===== src/design/plti_pkg.sv =====
// Shared constants, codes and control/status types of the table interpolator.
package plti_pkg;

  localparam int MAX_POINTS = 16;
  localparam int IDX_W      = $clog2(MAX_POINTS);
  localparam int CNT_W      = $clog2(MAX_POINTS + 1);

  localparam int SPD_W   = 12;
  localparam int PWR_W   = 13;
  localparam int SHAFT_W = 16;
  localparam int N_W     = 20;
  localparam int RES_W   = 20;
  localparam int NUM_W   = 35;
  localparam int DEN_W   = 17;
  localparam int DVD_W   = 34;
  localparam int DVS_W   = 16;
  localparam int SUM_W   = 36;
  localparam int DIV_CNT_W = $clog2(DVD_W + 1);

  localparam int IN_DATA_W  = 48;
  localparam int OUT_DATA_W = 24;
  localparam int CFG_DATA_W = 12;

  // 30/pi in Q16, rounded to nearest
  localparam logic [19:0] RPM_PER_RADS_Q16 = 20'd625823;
  localparam logic [36:0] CONV_ROUND       = 37'd32768;
  localparam logic [SPD_W-1:0] MIN_SPEED_RESET = 12'd350;

  localparam logic CMD_WRITE = 1'b0;
  localparam logic CMD_QUERY = 1'b1;

  localparam logic CFG_POINT_COUNT = 1'b0;
  localparam logic CFG_MIN_SPEED   = 1'b1;

  localparam logic RD_MID  = 1'b0;
  localparam logic RD_NEXT = 1'b1;

  typedef enum logic [1:0] {
    ST_OK    = 2'd0,
    ST_BELOW = 2'd1,
    ST_FEW   = 2'd2,
    ST_ZERO  = 2'd3
  } status_t;

  typedef struct packed {
    logic    capture;
    logic    conv;
    logic    srch_init;
    logic    srch_upd;
    logic    rd_sel;
    logic    lat0;
    logic    calc;
    logic    div_start;
    logic    load_out;
    logic    use_res;
    status_t code;
  } cmd_t;

  typedef struct packed {
    logic is_write;
    logic few;
    logic below;
    logic srch_done;
    logic zero_width;
    logic div_done;
  } sts_t;

endpackage


===== src/design/plti_div.sv =====
// Restoring divider, one quotient bit per cycle.
module plti_div (
  input  logic                      clk,
  input  logic                      rst_n,
  input  logic                      start,
  input  logic [plti_pkg::DVD_W-1:0] dividend,
  input  logic [plti_pkg::DVS_W-1:0] divisor,
  output logic [plti_pkg::DVD_W-1:0] quotient,
  output logic                      done
);
  import plti_pkg::*;

  logic [DVD_W-1:0]     q_r;
  logic [DVS_W-1:0]     rem_r;
  logic [DVS_W-1:0]     dvs_r;
  logic [DIV_CNT_W-1:0] cnt_r;
  logic                 busy_r;
  logic                 done_r;

  logic [DVS_W:0] rem_sh;
  logic [DVS_W:0] diff;

  assign rem_sh = {rem_r, q_r[DVD_W-1]};
  assign diff   = rem_sh - {1'b0, dvs_r};

  always_ff @(posedge clk) begin
    if (!rst_n) begin
      busy_r <= 1'b0;
      done_r <= 1'b0;
      cnt_r  <= '0;
    end else begin
      done_r <= 1'b0;
      if (start) begin
        busy_r <= 1'b1;
        cnt_r  <= DIV_CNT_W'(DVD_W);
      end else if (busy_r) begin
        cnt_r <= cnt_r - 1'b1;
        if (cnt_r == DIV_CNT_W'(1)) begin
          busy_r <= 1'b0;
          done_r <= 1'b1;
        end
      end
    end
  end

  always_ff @(posedge clk) begin
    if (start) begin
      q_r   <= dividend;
      rem_r <= '0;
      dvs_r <= divisor;
    end else if (busy_r) begin
      if (!diff[DVS_W]) begin
        rem_r <= diff[DVS_W-1:0];
        q_r   <= {q_r[DVD_W-2:0], 1'b1};
      end else begin
        rem_r <= rem_sh[DVS_W-1:0];
        q_r   <= {q_r[DVD_W-2:0], 1'b0};
      end
    end
  end

  assign quotient = q_r;
  assign done     = done_r;

endmodule


===== src/design/plti_ctrl.sv =====
// Sequencer for table writes and queries: search, fetch, divide, emit.
module plti_ctrl (
  input  logic            clk,
  input  logic            rst_n,
  input  logic            in_tvalid,
  output logic            in_tready,
  output logic            out_tvalid,
  input  logic            out_tready,
  input  plti_pkg::sts_t  sts,
  output plti_pkg::cmd_t  cmd
);
  import plti_pkg::*;

  typedef enum logic [3:0] {
    S_IDLE, S_CONV, S_CHECK, S_SRCH, S_SCMP, S_FET0, S_FET1, S_FET2,
    S_PREP, S_DIV, S_EMIT
  } state_t;

  state_t  state_r, state_nxt;
  status_t code_r, code_nxt;
  logic    use_r, use_nxt;
  logic    ovalid_r, ovalid_nxt;
  logic    accept;
  logic    can_load;

  assign in_tready  = (state_r == S_IDLE);
  assign accept     = in_tvalid && in_tready;
  assign out_tvalid = ovalid_r;
  assign can_load   = !ovalid_r || out_tready;

  always_comb begin
    state_nxt  = state_r;
    code_nxt   = code_r;
    use_nxt    = use_r;
    ovalid_nxt = ovalid_r;
    cmd        = '0;
    cmd.rd_sel = RD_MID;
    cmd.code   = code_r;
    cmd.use_res = use_r;
    if (ovalid_r && out_tready) ovalid_nxt = 1'b0;
    case (state_r)
      S_IDLE: begin
        if (accept) begin
          cmd.capture = 1'b1;
          code_nxt    = ST_OK;
          use_nxt     = 1'b0;
          state_nxt   = sts.is_write ? S_EMIT : S_CONV;
        end
      end
      S_CONV: begin
        cmd.conv  = 1'b1;
        state_nxt = S_CHECK;
      end
      S_CHECK: begin
        // too few points takes precedence over the speed check
        if (sts.few) begin
          code_nxt  = ST_FEW;
          state_nxt = S_EMIT;
        end else if (sts.below) begin
          code_nxt  = ST_BELOW;
          state_nxt = S_EMIT;
        end else begin
          cmd.srch_init = 1'b1;
          state_nxt     = S_SRCH;
        end
      end
      S_SRCH: begin
        state_nxt = sts.srch_done ? S_FET0 : S_SCMP;
      end
      S_SCMP: begin
        cmd.srch_upd = 1'b1;
        state_nxt    = S_SRCH;
      end
      S_FET0: begin
        state_nxt = S_FET1;
      end
      S_FET1: begin
        cmd.lat0   = 1'b1;
        cmd.rd_sel = RD_NEXT;
        state_nxt  = S_FET2;
      end
      S_FET2: begin
        if (sts.zero_width) begin
          code_nxt  = ST_ZERO;
          state_nxt = S_EMIT;
        end else begin
          cmd.calc  = 1'b1;
          state_nxt = S_PREP;
        end
      end
      S_PREP: begin
        cmd.div_start = 1'b1;
        state_nxt     = S_DIV;
      end
      S_DIV: begin
        if (sts.div_done) begin
          code_nxt  = ST_OK;
          use_nxt   = 1'b1;
          state_nxt = S_EMIT;
        end
      end
      S_EMIT: begin
        if (can_load) begin
          cmd.load_out = 1'b1;
          ovalid_nxt   = 1'b1;
          state_nxt    = S_IDLE;
        end
      end
      default: state_nxt = S_IDLE;
    endcase
  end

  always_ff @(posedge clk) begin
    if (!rst_n) begin
      state_r  <= S_IDLE;
      code_r   <= ST_OK;
      use_r    <= 1'b0;
      ovalid_r <= 1'b0;
    end else begin
      state_r  <= state_nxt;
      code_r   <= code_nxt;
      use_r    <= use_nxt;
      ovalid_r <= ovalid_nxt;
    end
  end

endmodule


===== src/design/plti_dp.sv =====
// Datapath: point table, config registers, speed conversion, search and interpolation.
module plti_dp (
  input  logic                          clk,
  input  logic                          rst_n,
  input  plti_pkg::cmd_t                cmd,
  output plti_pkg::sts_t                sts,
  input  logic                          in_command,
  input  logic [3:0]                    in_point_index,
  input  logic [plti_pkg::SPD_W-1:0]    in_point_speed_rpm,
  input  logic [plti_pkg::PWR_W-1:0]    in_point_power_kw,
  input  logic [plti_pkg::SHAFT_W-1:0]  in_shaft_speed,
  input  logic                          cfg_we,
  input  logic                          cfg_index,
  input  logic [plti_pkg::CFG_DATA_W-1:0] cfg_data,
  output logic signed [plti_pkg::RES_W-1:0] ref_power,
  output logic [1:0]                    status
);
  import plti_pkg::*;

  // configuration
  logic [4:0]       point_count_r;
  logic [SPD_W-1:0] min_speed_r;

  always_ff @(posedge clk) begin
    if (!rst_n) begin
      point_count_r <= '0;
      min_speed_r   <= MIN_SPEED_RESET;
    end else if (cfg_we) begin
      case (cfg_index)
        CFG_POINT_COUNT: point_count_r <= cfg_data[4:0];
        CFG_MIN_SPEED:   min_speed_r   <= cfg_data[SPD_W-1:0];
        default: ;
      endcase
    end
  end

  // point table: one write port, one registered read port
  logic [SPD_W-1:0] spd_mem [MAX_POINTS];
  logic [PWR_W-1:0] pwr_mem [MAX_POINTS];
  logic [SPD_W-1:0] rd_spd_r;
  logic [PWR_W-1:0] rd_pwr_r;
  logic [IDX_W-1:0] rd_addr;
  logic             wr_en;

  assign wr_en = cmd.capture && (in_command == CMD_WRITE) &&
                 (32'(in_point_index) < MAX_POINTS);

  always_ff @(posedge clk) begin
    if (wr_en) begin
      spd_mem[IDX_W'(in_point_index)] <= in_point_speed_rpm;
      pwr_mem[IDX_W'(in_point_index)] <= in_point_power_kw;
    end
    rd_spd_r <= spd_mem[rd_addr];
    rd_pwr_r <= pwr_mem[rd_addr];
  end

  // speed conversion to rpm in Q.8
  logic [SHAFT_W-1:0] shaft_r;
  logic [N_W-1:0]     n_r;
  logic [36:0]        conv_sum;

  assign conv_sum = 37'(shaft_r) * 37'(RPM_PER_RADS_Q16) + CONV_ROUND;

  always_ff @(posedge clk) begin
    if (cmd.capture) shaft_r <= in_shaft_speed;
    if (cmd.conv)    n_r     <= conv_sum[35:16];
  end

  // points in use, clamped to the table depth
  logic [31:0]      cnt_full;
  logic [CNT_W-1:0] cnt;

  assign cnt_full = (32'(point_count_r) > MAX_POINTS) ? MAX_POINTS : 32'(point_count_r);
  assign cnt      = CNT_W'(cnt_full);

  // binary search
  logic [IDX_W-1:0] l_r, r_r;
  logic [IDX_W:0]   lr_sum;
  logic [IDX_W-1:0] mid;

  assign lr_sum  = {1'b0, l_r} + {1'b0, r_r};
  assign mid     = lr_sum[IDX_W:1];
  assign rd_addr = (cmd.rd_sel == RD_NEXT) ? (mid + IDX_W'(1)) : mid;

  always_ff @(posedge clk) begin
    if (cmd.srch_init) begin
      l_r <= '0;
      r_r <= IDX_W'(cnt - CNT_W'(1));
    end else if (cmd.srch_upd) begin
      if (n_r <= {rd_spd_r, 8'b0}) r_r <= mid;
      else                         l_r <= mid;
    end
  end

  // interpolation terms
  logic [SPD_W-1:0]        s0_r;
  logic [PWR_W-1:0]        p0_r;
  logic signed [PWR_W:0]   dp;
  logic signed [N_W:0]     dx;
  logic signed [SPD_W:0]   dn;
  logic signed [NUM_W-1:0] num_r;
  logic signed [DEN_W-1:0] den_r;

  assign dp = $signed({1'b0, rd_pwr_r}) - $signed({1'b0, p0_r});
  assign dx = $signed({1'b0, n_r}) - $signed({1'b0, s0_r, 8'b0});
  assign dn = $signed({1'b0, rd_spd_r}) - $signed({1'b0, s0_r});

  always_ff @(posedge clk) begin
    if (cmd.lat0) begin
      s0_r <= rd_spd_r;
      p0_r <= rd_pwr_r;
    end
    if (cmd.calc) begin
      num_r <= dp * dx;
      den_r <= {dn, 4'b0};
    end
  end

  // rounding division, ties away from zero, on magnitudes
  logic             neg_r;
  logic [NUM_W-1:0] an;
  logic [DEN_W-1:0] ad;
  logic [DVD_W-1:0] dividend;
  logic [DVD_W-1:0] quot;
  logic             div_done;

  assign an       = num_r[NUM_W-1] ? NUM_W'(-num_r) : NUM_W'(num_r);
  assign ad       = den_r[DEN_W-1] ? DEN_W'(-den_r) : DEN_W'(den_r);
  assign dividend = an[DVD_W-1:0] + DVD_W'(ad[DVS_W-1:1]);

  always_ff @(posedge clk) begin
    if (cmd.div_start) neg_r <= num_r[NUM_W-1] ^ den_r[DEN_W-1];
  end

  plti_div u_div (
    .clk      (clk),
    .rst_n    (rst_n),
    .start    (cmd.div_start),
    .dividend (dividend),
    .divisor  (ad[DVS_W-1:0]),
    .quotient (quot),
    .done     (div_done)
  );

  // final sum and saturation
  logic signed [SUM_W-1:0] q_ext;
  logic signed [SUM_W-1:0] sum;
  logic signed [RES_W-1:0] sat;

  assign q_ext = $signed({2'b0, quot});
  assign sum   = $signed(SUM_W'({p0_r, 4'b0})) + (neg_r ? -q_ext : q_ext);

  always_comb begin
    if (sum > $signed(SUM_W'(524287)))       sat = RES_W'(524287);
    else if (sum < -$signed(SUM_W'(524288))) sat = RES_W'(-524288);
    else                                     sat = sum[RES_W-1:0];
  end

  // output register
  logic signed [RES_W-1:0] power_r;
  logic [1:0]              status_r;

  always_ff @(posedge clk) begin
    if (cmd.load_out) begin
      power_r  <= cmd.use_res ? sat : '0;
      status_r <= cmd.code;
    end
  end

  assign ref_power = power_r;
  assign status    = status_r;

  assign sts.is_write   = (in_command == CMD_WRITE);
  assign sts.few        = (cnt < CNT_W'(2));
  assign sts.below      = (n_r < {min_speed_r, 8'b0});
  assign sts.srch_done  = (mid == l_r);
  assign sts.zero_width = (rd_spd_r == s0_r);
  assign sts.div_done   = div_done;

endmodule


===== src/design/piecewise_linear_table_interpolator.sv =====
// Piecewise-linear power table interpolator with write and query commands.
//
// Input stream (in_*): in_tuser is the command, 0 writes a table point and 1
// queries. in_tdata carries point index, point speed, point power and shaft
// speed. Every request gives exactly one result on the out_* stream:
// out_tdata is the saturated power in 1/16 kW, out_tuser the status code.
// Configuration (cfg_*) writes the point count (index 0) and the minimum
// speed (index 1); it is always ready. It is to be used only while the block is
// idle: the user is bound to this, the block itself does not enforce it. A write
// result goes straight to the output register; a query's time is set mainly
// by the bit-serial divider and the table search steps; early exits skip the divider.
// One request is in flight at a time; the next is taken once the result has
// moved into the output register, so a stalled receiver holds one result
// while a new request is processed, then the block waits at its output.
// Reset: point count 0, minimum speed 350 rpm, no result pending; table
// contents are undefined until written.
module piecewise_linear_table_interpolator (
  input  logic        clk,
  input  logic        rst_n,
  input  logic        in_tvalid,
  output logic        in_tready,
  input  logic [47:0] in_tdata,   // point_index[3:0], point_speed_rpm[15:4],
                                  // point_power_kw[28:16], shaft_speed[44:29]
  input  logic        in_tuser,   // command
  output logic        out_tvalid,
  input  logic        out_tready,
  output logic [23:0] out_tdata,  // ref_power[19:0]
  output logic [1:0]  out_tuser,  // status
  input  logic        cfg_valid,
  output logic        cfg_ready,
  input  logic        cfg_index,
  input  logic [11:0] cfg_data
);
  import plti_pkg::*;

  cmd_t cmd;
  sts_t sts;
  logic signed [RES_W-1:0] ref_power;
  logic [1:0] status;

  assign cfg_ready = 1'b1;

  plti_ctrl u_ctrl (
    .clk        (clk),
    .rst_n      (rst_n),
    .in_tvalid  (in_tvalid),
    .in_tready  (in_tready),
    .out_tvalid (out_tvalid),
    .out_tready (out_tready),
    .sts        (sts),
    .cmd        (cmd)
  );

  plti_dp u_dp (
    .clk                (clk),
    .rst_n              (rst_n),
    .cmd                (cmd),
    .sts                (sts),
    .in_command         (in_tuser),
    .in_point_index     (in_tdata[3:0]),
    .in_point_speed_rpm (in_tdata[15:4]),
    .in_point_power_kw  (in_tdata[28:16]),
    .in_shaft_speed     (in_tdata[44:29]),
    .cfg_we             (cfg_valid && cfg_ready),
    .cfg_index          (cfg_index),
    .cfg_data           (cfg_data),
    .ref_power          (ref_power),
    .status             (status)
  );

  assign out_tdata = {4'b0, ref_power};
  assign out_tuser = status;

endmodule


===== config.mk =====
export PLATFORM = sky130hd
export DESIGN_NAME = piecewise_linear_table_interpolator
export DESIGN_NICKNAME = d
export VERILOG_FILES = /design/src/design/plti_pkg.sv /design/src/design/plti_div.sv /design/src/design/plti_ctrl.sv /design/src/design/plti_dp.sv /design/src/design/piecewise_linear_table_interpolator.sv
export SDC_FILE = /design/constraint.sdc
export NUM_CORES = 2
export LEC_CHECK = 0
export BUFFER_PORTS_ARGS = -buffer_cell sky130_fd_sc_hd__buf_2
export CAP_MARGIN = 20
export CORE_MARGIN = 2
export CORE_UTILIZATION = 30
export CTS_CLUSTER_SIZE = 40
export DETAILED_ROUTE_END_ITERATION = 8
export PLACE_DENSITY = 0.54
export SLEW_MARGIN = 20
export SYNTH_ARGS = -nofsm -noshare
export SYNTH_HDL_FRONTEND = slang
export SYNTH_SLANG_ARGS = --single-unit

===== constraint.sdc =====
create_clock -name clk -period 10.75 [get_ports clk]
set_input_delay 2.15 -clock clk [delete_from_list [all_inputs] [get_ports clk]]
set_output_delay 2.15 -clock clk [all_outputs]
set_load 0.05 [all_outputs]

; ---- Word-level counts from Yosys, hierarchy flattened
; Memories as Yosys holds them, arrays and structs flattened. A register that Yosys moved wholly into a read port is not among the register bits.
; Index checks and enable logic that the tools add are counted.
[word_totals]
regBits = 239
ramBits = 400
inputBits = 67
out_inout_bits = 29
word_cells = 152
memories = 2
[memory_table]
columns = memory, depth, word_bits, rd, rd_ports_with_merged_regs, write_ports, line_no
row1 = u_dp.pwr_mem, 16, 13, 1, 1, 1, plti_dp.sv:39  ; logic [PWR_W-1:0] pwr_mem [MAX_POINTS];
row2 = u_dp.spd_mem, 16, 12, 1, 1, 1, plti_dp.sv:38  ; logic [SPD_W-1:0] spd_mem [MAX_POINTS];
[op_classes]
n_addsub = 14
multipliers = 2
magnitude_cmp = 6
n_eq_ne = 18
n_mux = 56
bitwise_logic = 7
n_reduce_logical = 21
[ops]
columns = op, n
row1 = 34-bit two-way mux, 3
row2 = 4-bit one-hot mux with 11 select lines, 1
row3 = 4-bit two-way mux, 10
row4 = 18-bit by 36-bit adder with 36-bit output, 1
row5 = "36-bit by 16-bit adder with 36-bit output, second input constant", 1
row6 = "36-bit by 20-bit greater-than comparator with 1-bit output, second input constant", 1
row7 = "36-bit by 20-bit < comparator with 1-bit output, second input constant", 1
row8 = "16-bit by 20-bit multiplier with 36-bit output, second input constant", 1
row9 = 36-bit two-way mux, 1
row10 = 34-bit negation with 36-bit output, 1
row11 = 14-bit by 21-bit multiplier with 35-bit output, 1
row12 = 34-bit by 15-bit adder with 34-bit output, 1
row13 = 34-bit negation, 1
row14 = 16-bit two-way mux, 2
row15 = 1-bit two-way mux, 25
row16 = 20-bit by 20-bit subtractor with 21-bit output, 1
row17 = 20-bit less-or-equal comparator, 1
row18 = 20-bit < comparator, 1
row19 = 20-bit two-way mux, 1
row20 = 19-bit two-way mux, 1
row21 = 17-bit by 16-bit subtractor with 17-bit output, 1
row22 = "4-bit by 3-bit equality test with 1-bit output, second input constant", 4
row23 = 16-bit negation, 1
row24 = 2-bit two-way mux, 7
row25 = 34 further kinds, 55

; ---- Longest topological paths before layout
[logic_depth]
ltp_word = 7
ltp_mapped = 39
depth_no_buf = 38

; ---- Modules after synthesis
; From an unflattened synthesis, not the netlist that was laid out.
[unflattened]
cells_unflattened = 3852
area_unflattened_um2 = 46839.9
[modules_own_cells]
columns = mod, instances, cells_per_inst, area_per_inst_um2, seq_area_each_um2
row1 = plti_dp, 1, 3426, 42319.3, 17016.3
row2 = plti_div, 1, 332, 3808.7, 1981.9
row3 = plti_ctrl, 1, 87, 666.9, 160.2
row4 = piecewise_linear_table_interpolator, 1, 7, 45.0, 0.0

; ---- Worst setup path before layout
; OpenSTA, ideal clock, no wires.
[synth_timing]
path_type = register to register
from = register u_dp.p0_r[0]
to = register u_dp.num_r[34], data pin
setup_time_ns = 0.262
arrival_ns = 8.163
required_ns = 10.488
slack_ns = 2.325
stages_incl_launch_ff = 34
n_path_buf = 1
synth_period_minus_slack_ns = 8.425
path_cell_list = edfxtp_1 > ha_1 > inv_1 > fa_1 > a21o_1 > a21oi_1 > o21bai_1 > a21oi_1 > o21bai_1 > a21oi_1 > o211ai_1 > a21o_1 > a21oi_1 > xnor2_1 > clkbuf_1 > nand2_1 > fa_1 > fa_1 > inv_1 > fa_1 > fa_1 > fa_1 > inv_1 > fa_1 > inv_1 > ha_1 > a2111oi_0 > o21a_1 > o2111a_1 > o31ai_1 > o221ai_1 > a21oi_1 > a211oi_1 > xnor2_1
[synth_between]
elab_chain_len = 2
[synth_lines]
columns = element, line_no
row1 = from (decl), plti_dp.sv:97  ; logic [PWR_W-1:0] p0_r;
row2 = from (signal assigned), plti_dp.sv:111  ; p0_r <= rd_pwr_r;
row3 = 13-bit by 13-bit subtractor with 14-bit output, plti_dp.sv:104  ; assign dp = $signed({1'b0, rd_pwr_r}) - $signed({1'b0, p0_r});
row4 = 14-bit by 21-bit multiplier with 35-bit output, plti_dp.sv:114  ; num_r <= dp * dx;
row5 = to (signal assigned), plti_dp.sv:114
row6 = to (decl), plti_dp.sv:101  ; logic signed [NUM_W-1:0] num_r;
; No other way between the ends.
; A chain may end at the register's enable or synchronous reset.

; ---- Worst setup path after layout
; Same ends and word-level chain as after synthesis.

==> flow_metrics.env <==
export IMPL_synth_cell_types=92
export IMPL_htreeDepth=3
export IMPL_final_max_slew_viol_count=0
export IMPL_arrival_ns=9.86
export IMPL_finClkSkew_ns=0.0340
export IMPL_async_flop_share_pct=0
export IMPL_initial_core_util_pct=30.1
export IMPL_grt_pass1_vias=29852
export IMPL_wl_per_cell_um=17.9
export IMPL_finalCritPeriodShare_pct=88.0
export IMPL_dieHeight_um=397
export IMPL_hpwl_um=81500
export IMPL_syn_to_final_growth_pct=11.8
export IMPL_cts_tree="built"
export IMPL_yosysWarnings=0
export IMPL_postPlaceCellArea_um2=49500
export IMPL_overflow=0
export IMPL_n_fill_cell=15255
export IMPL_ys_seq_area_share_pct=41.1
export IMPL_synthFlopType="edfxtp_1"
export IMPL_min_period_ns=9.46
export IMPL_cts_hold_buf=0
export IMPL_status="finished clean"
export IMPL_crit_top_cell="fa_1"
export IMPL_synth_edf_count=582
export IMPL_die_x_um=397
export IMPL_num_rows=144
export IMPL_slew_headroom_pct=26.1
export IMPL_die_area_um2=157000
export IMPL_yosys_register_bits=660
export IMPL_n_antenna_cell=0
export IMPL_final_hold_viol_count=0
export IMPL_clockBufferDepth=3
export IMPL_worst_pin_slew_ns=1.10
export IMPL_worst_slack_ns=1.29
export IMPL_track_usage_pct=14.1
export IMPL_core_area_um2=154000
export IMPL_maxCapViolCount=0
export IMPL_cts_buffers=71
export IMPL_min_path_type="reg -> reg"
export IMPL_cpPeakStageDelay_ns=0.57
export IMPL_io_pins=96
export IMPL_grt_pass1_wl_um=172000
export IMPL_clock_root_buffer="clkbuf_16"
export IMPL_fin_util_pct=33.7
export IMPL_antenna_found_initial=9
export IMPL_seqCellArea_um2=19000
export IMPL_cp_max_fo=22
export IMPL_cpMaxStageDelayCell="fa_1"
export IMPL_vias=28590
export IMPL_worstPathRequired_ns=11.15
export IMPL_fin_area_um2=51800
export IMPL_drive_gt1_share_pct=10.4
export IMPL_critPathLaunchType="register"
export IMPL_endpoint_kind="register"
export IMPL_clkLatencyLatePin_ns=0.68
export IMPL_finalSetupViolCount=0
export IMPL_timing_fmax_ghz=0.106
export IMPL_cts_sinks=660
export IMPL_ant_nets=0
export IMPL_drt_pass1_iter_count=6
export IMPL_multi_input_area_um2=24900
export IMPL_syn_area_per_cell_um2=11.8
export IMPL_grt_max_degree=101
export IMPL_clkTransAtPathRegs_ns=0.07
export IMPL_critPathKind="reg -> reg"
export IMPL_routabilityCongestion=0.844
export IMPL_setup_tns_ns=0
export IMPL_finalNetCount=4780
export IMPL_drt_iter0_markers=1681
export IMPL_routed_via_density=4.69
export IMPL_cts_setup_buffers=0
export IMPL_wirelength_um=109000
export IMPL_route_detailed_drc=0
export IMPL_post_cts_resized=0
export IMPL_syn_inst=3920
export IMPL_final_common_cell="edfxtp_1"
export IMPL_syn_area_um2=46300
export IMPL_portBuffers=87
export IMPL_dp_slack_ns=1.28
export IMPL_layout_cells_most_common_list="edfxtp_1 (582), inv_1 (534), nand2_1 (384)"
export IMPL_rsz0062_at_grt="false"
[through the flow]
| stage | hold slack, ns | std cells |
|---|---|---|
| final | 0.440 | 6094 |
| after global routing | 0.457 | 6094 |
| after CTS | 0.442 | 6094 |
| after detailed placement | 0.428 | 5968 |
| after global placement | 0.416 | 5962 |
| after floorplan | 0.408 | 3923 |
[registers in the layout, summed over array words and instances (netlist names), 16 cells and up]
name                 cells
u_dp.shaft_r            16
u_dp.ref_power          20
u_dp.pwr_mem           208
u_dp.spd_mem           192
u_dp.n_r                20
u_dp.u_div.quotient     34
u_dp.u_div.rem_r        16
u_dp.num_r              35
[worst paths after layout]
path,startpoint,end,slack (ns),cells past startpoint
worst min-delay path,u_dp.rd_pwr_r[11],u_dp.p0_r[11],0.44,0
worst max register to register,u_dp.p0_r[0],u_dp.num_r[34],1.29,33
worst max-delay path,u_dp.p0_r[0],u_dp.num_r[34],1.29,33
worst min register to register,u_dp.rd_pwr_r[11],u_dp.p0_r[11],0.44,0
[cell usage after synthesis, drive strengths merged (37+ instances only)]
cell / count / area [µm²]
xor2: 83 / 727
nor2b: 52 / 325
a21oi: 139 / 699
edfxtp: 582 / 17500
clkbuf: 122 / 458
nor3: 51 / 298
a211oi: 37 / 278
ha: 337 / 4220
nand2: 384 / 1440
inv: 534 / 2000
xnor2: 157 / 1380
fa: 379 / 7590
dfxtp: 78 / 1560
a21o: 51 / 383
o21ai: 124 / 624
nor2: 162 / 616
a31oi: 37 / 238
mux4: 100 / 2250
and2: 120 / 751
[logic make-up (layout without fill, tap and decap cells)]
logic type               count (synthesis)  count (layout)  share of synthesized area, %
flip-flops                             660             660                          41.1
multiplexers                           134             134                          5.61
AO/OA/AOI/OAI                          526             526                          7.23
buffers and inverters                  679             806                          5.66
AND/OR/NAND/NOR                        963             963                          10.3
other                                    2               5                        0.0162
XOR/XNOR                               240             240                          4.54
adder cells (fa/ha/maj)                716             716                          25.5
[final cells by class]
type | instances | share of cell area (%)
repair buffers | 146 | 1.95
clock inverters | 38 | 0.805
multi-input cells | 2584 | 48.0
clock buffers | 88 | 3.65
flip-flops and latches | 660 | 36.8
well taps | 2044 | 4.94
inverters | 534 | 3.87
[routing by layer]
layer,share of wire [%],up-vias,track usage [%]
met1,47,14358,19.5
met3,4.3,115,2.29
met5,0.051,-,0
li1,-,13630,-
met2,47,479,23.0
met4,1.7,8,3.03
[critical path: cells and delay by family, from the launching register on]
kind	cells	cell delay (ns)
fa+ha+maj	9	4.21
compound gates	16	3.76
buf+inv	5	0.49
flops	1	0.37
xor+xnor	2	0.22
simple gates	1	0.11
Power is not shown: default switching activity piles up to over one toggle a cycle in this logic, so the estimate is an artifact.
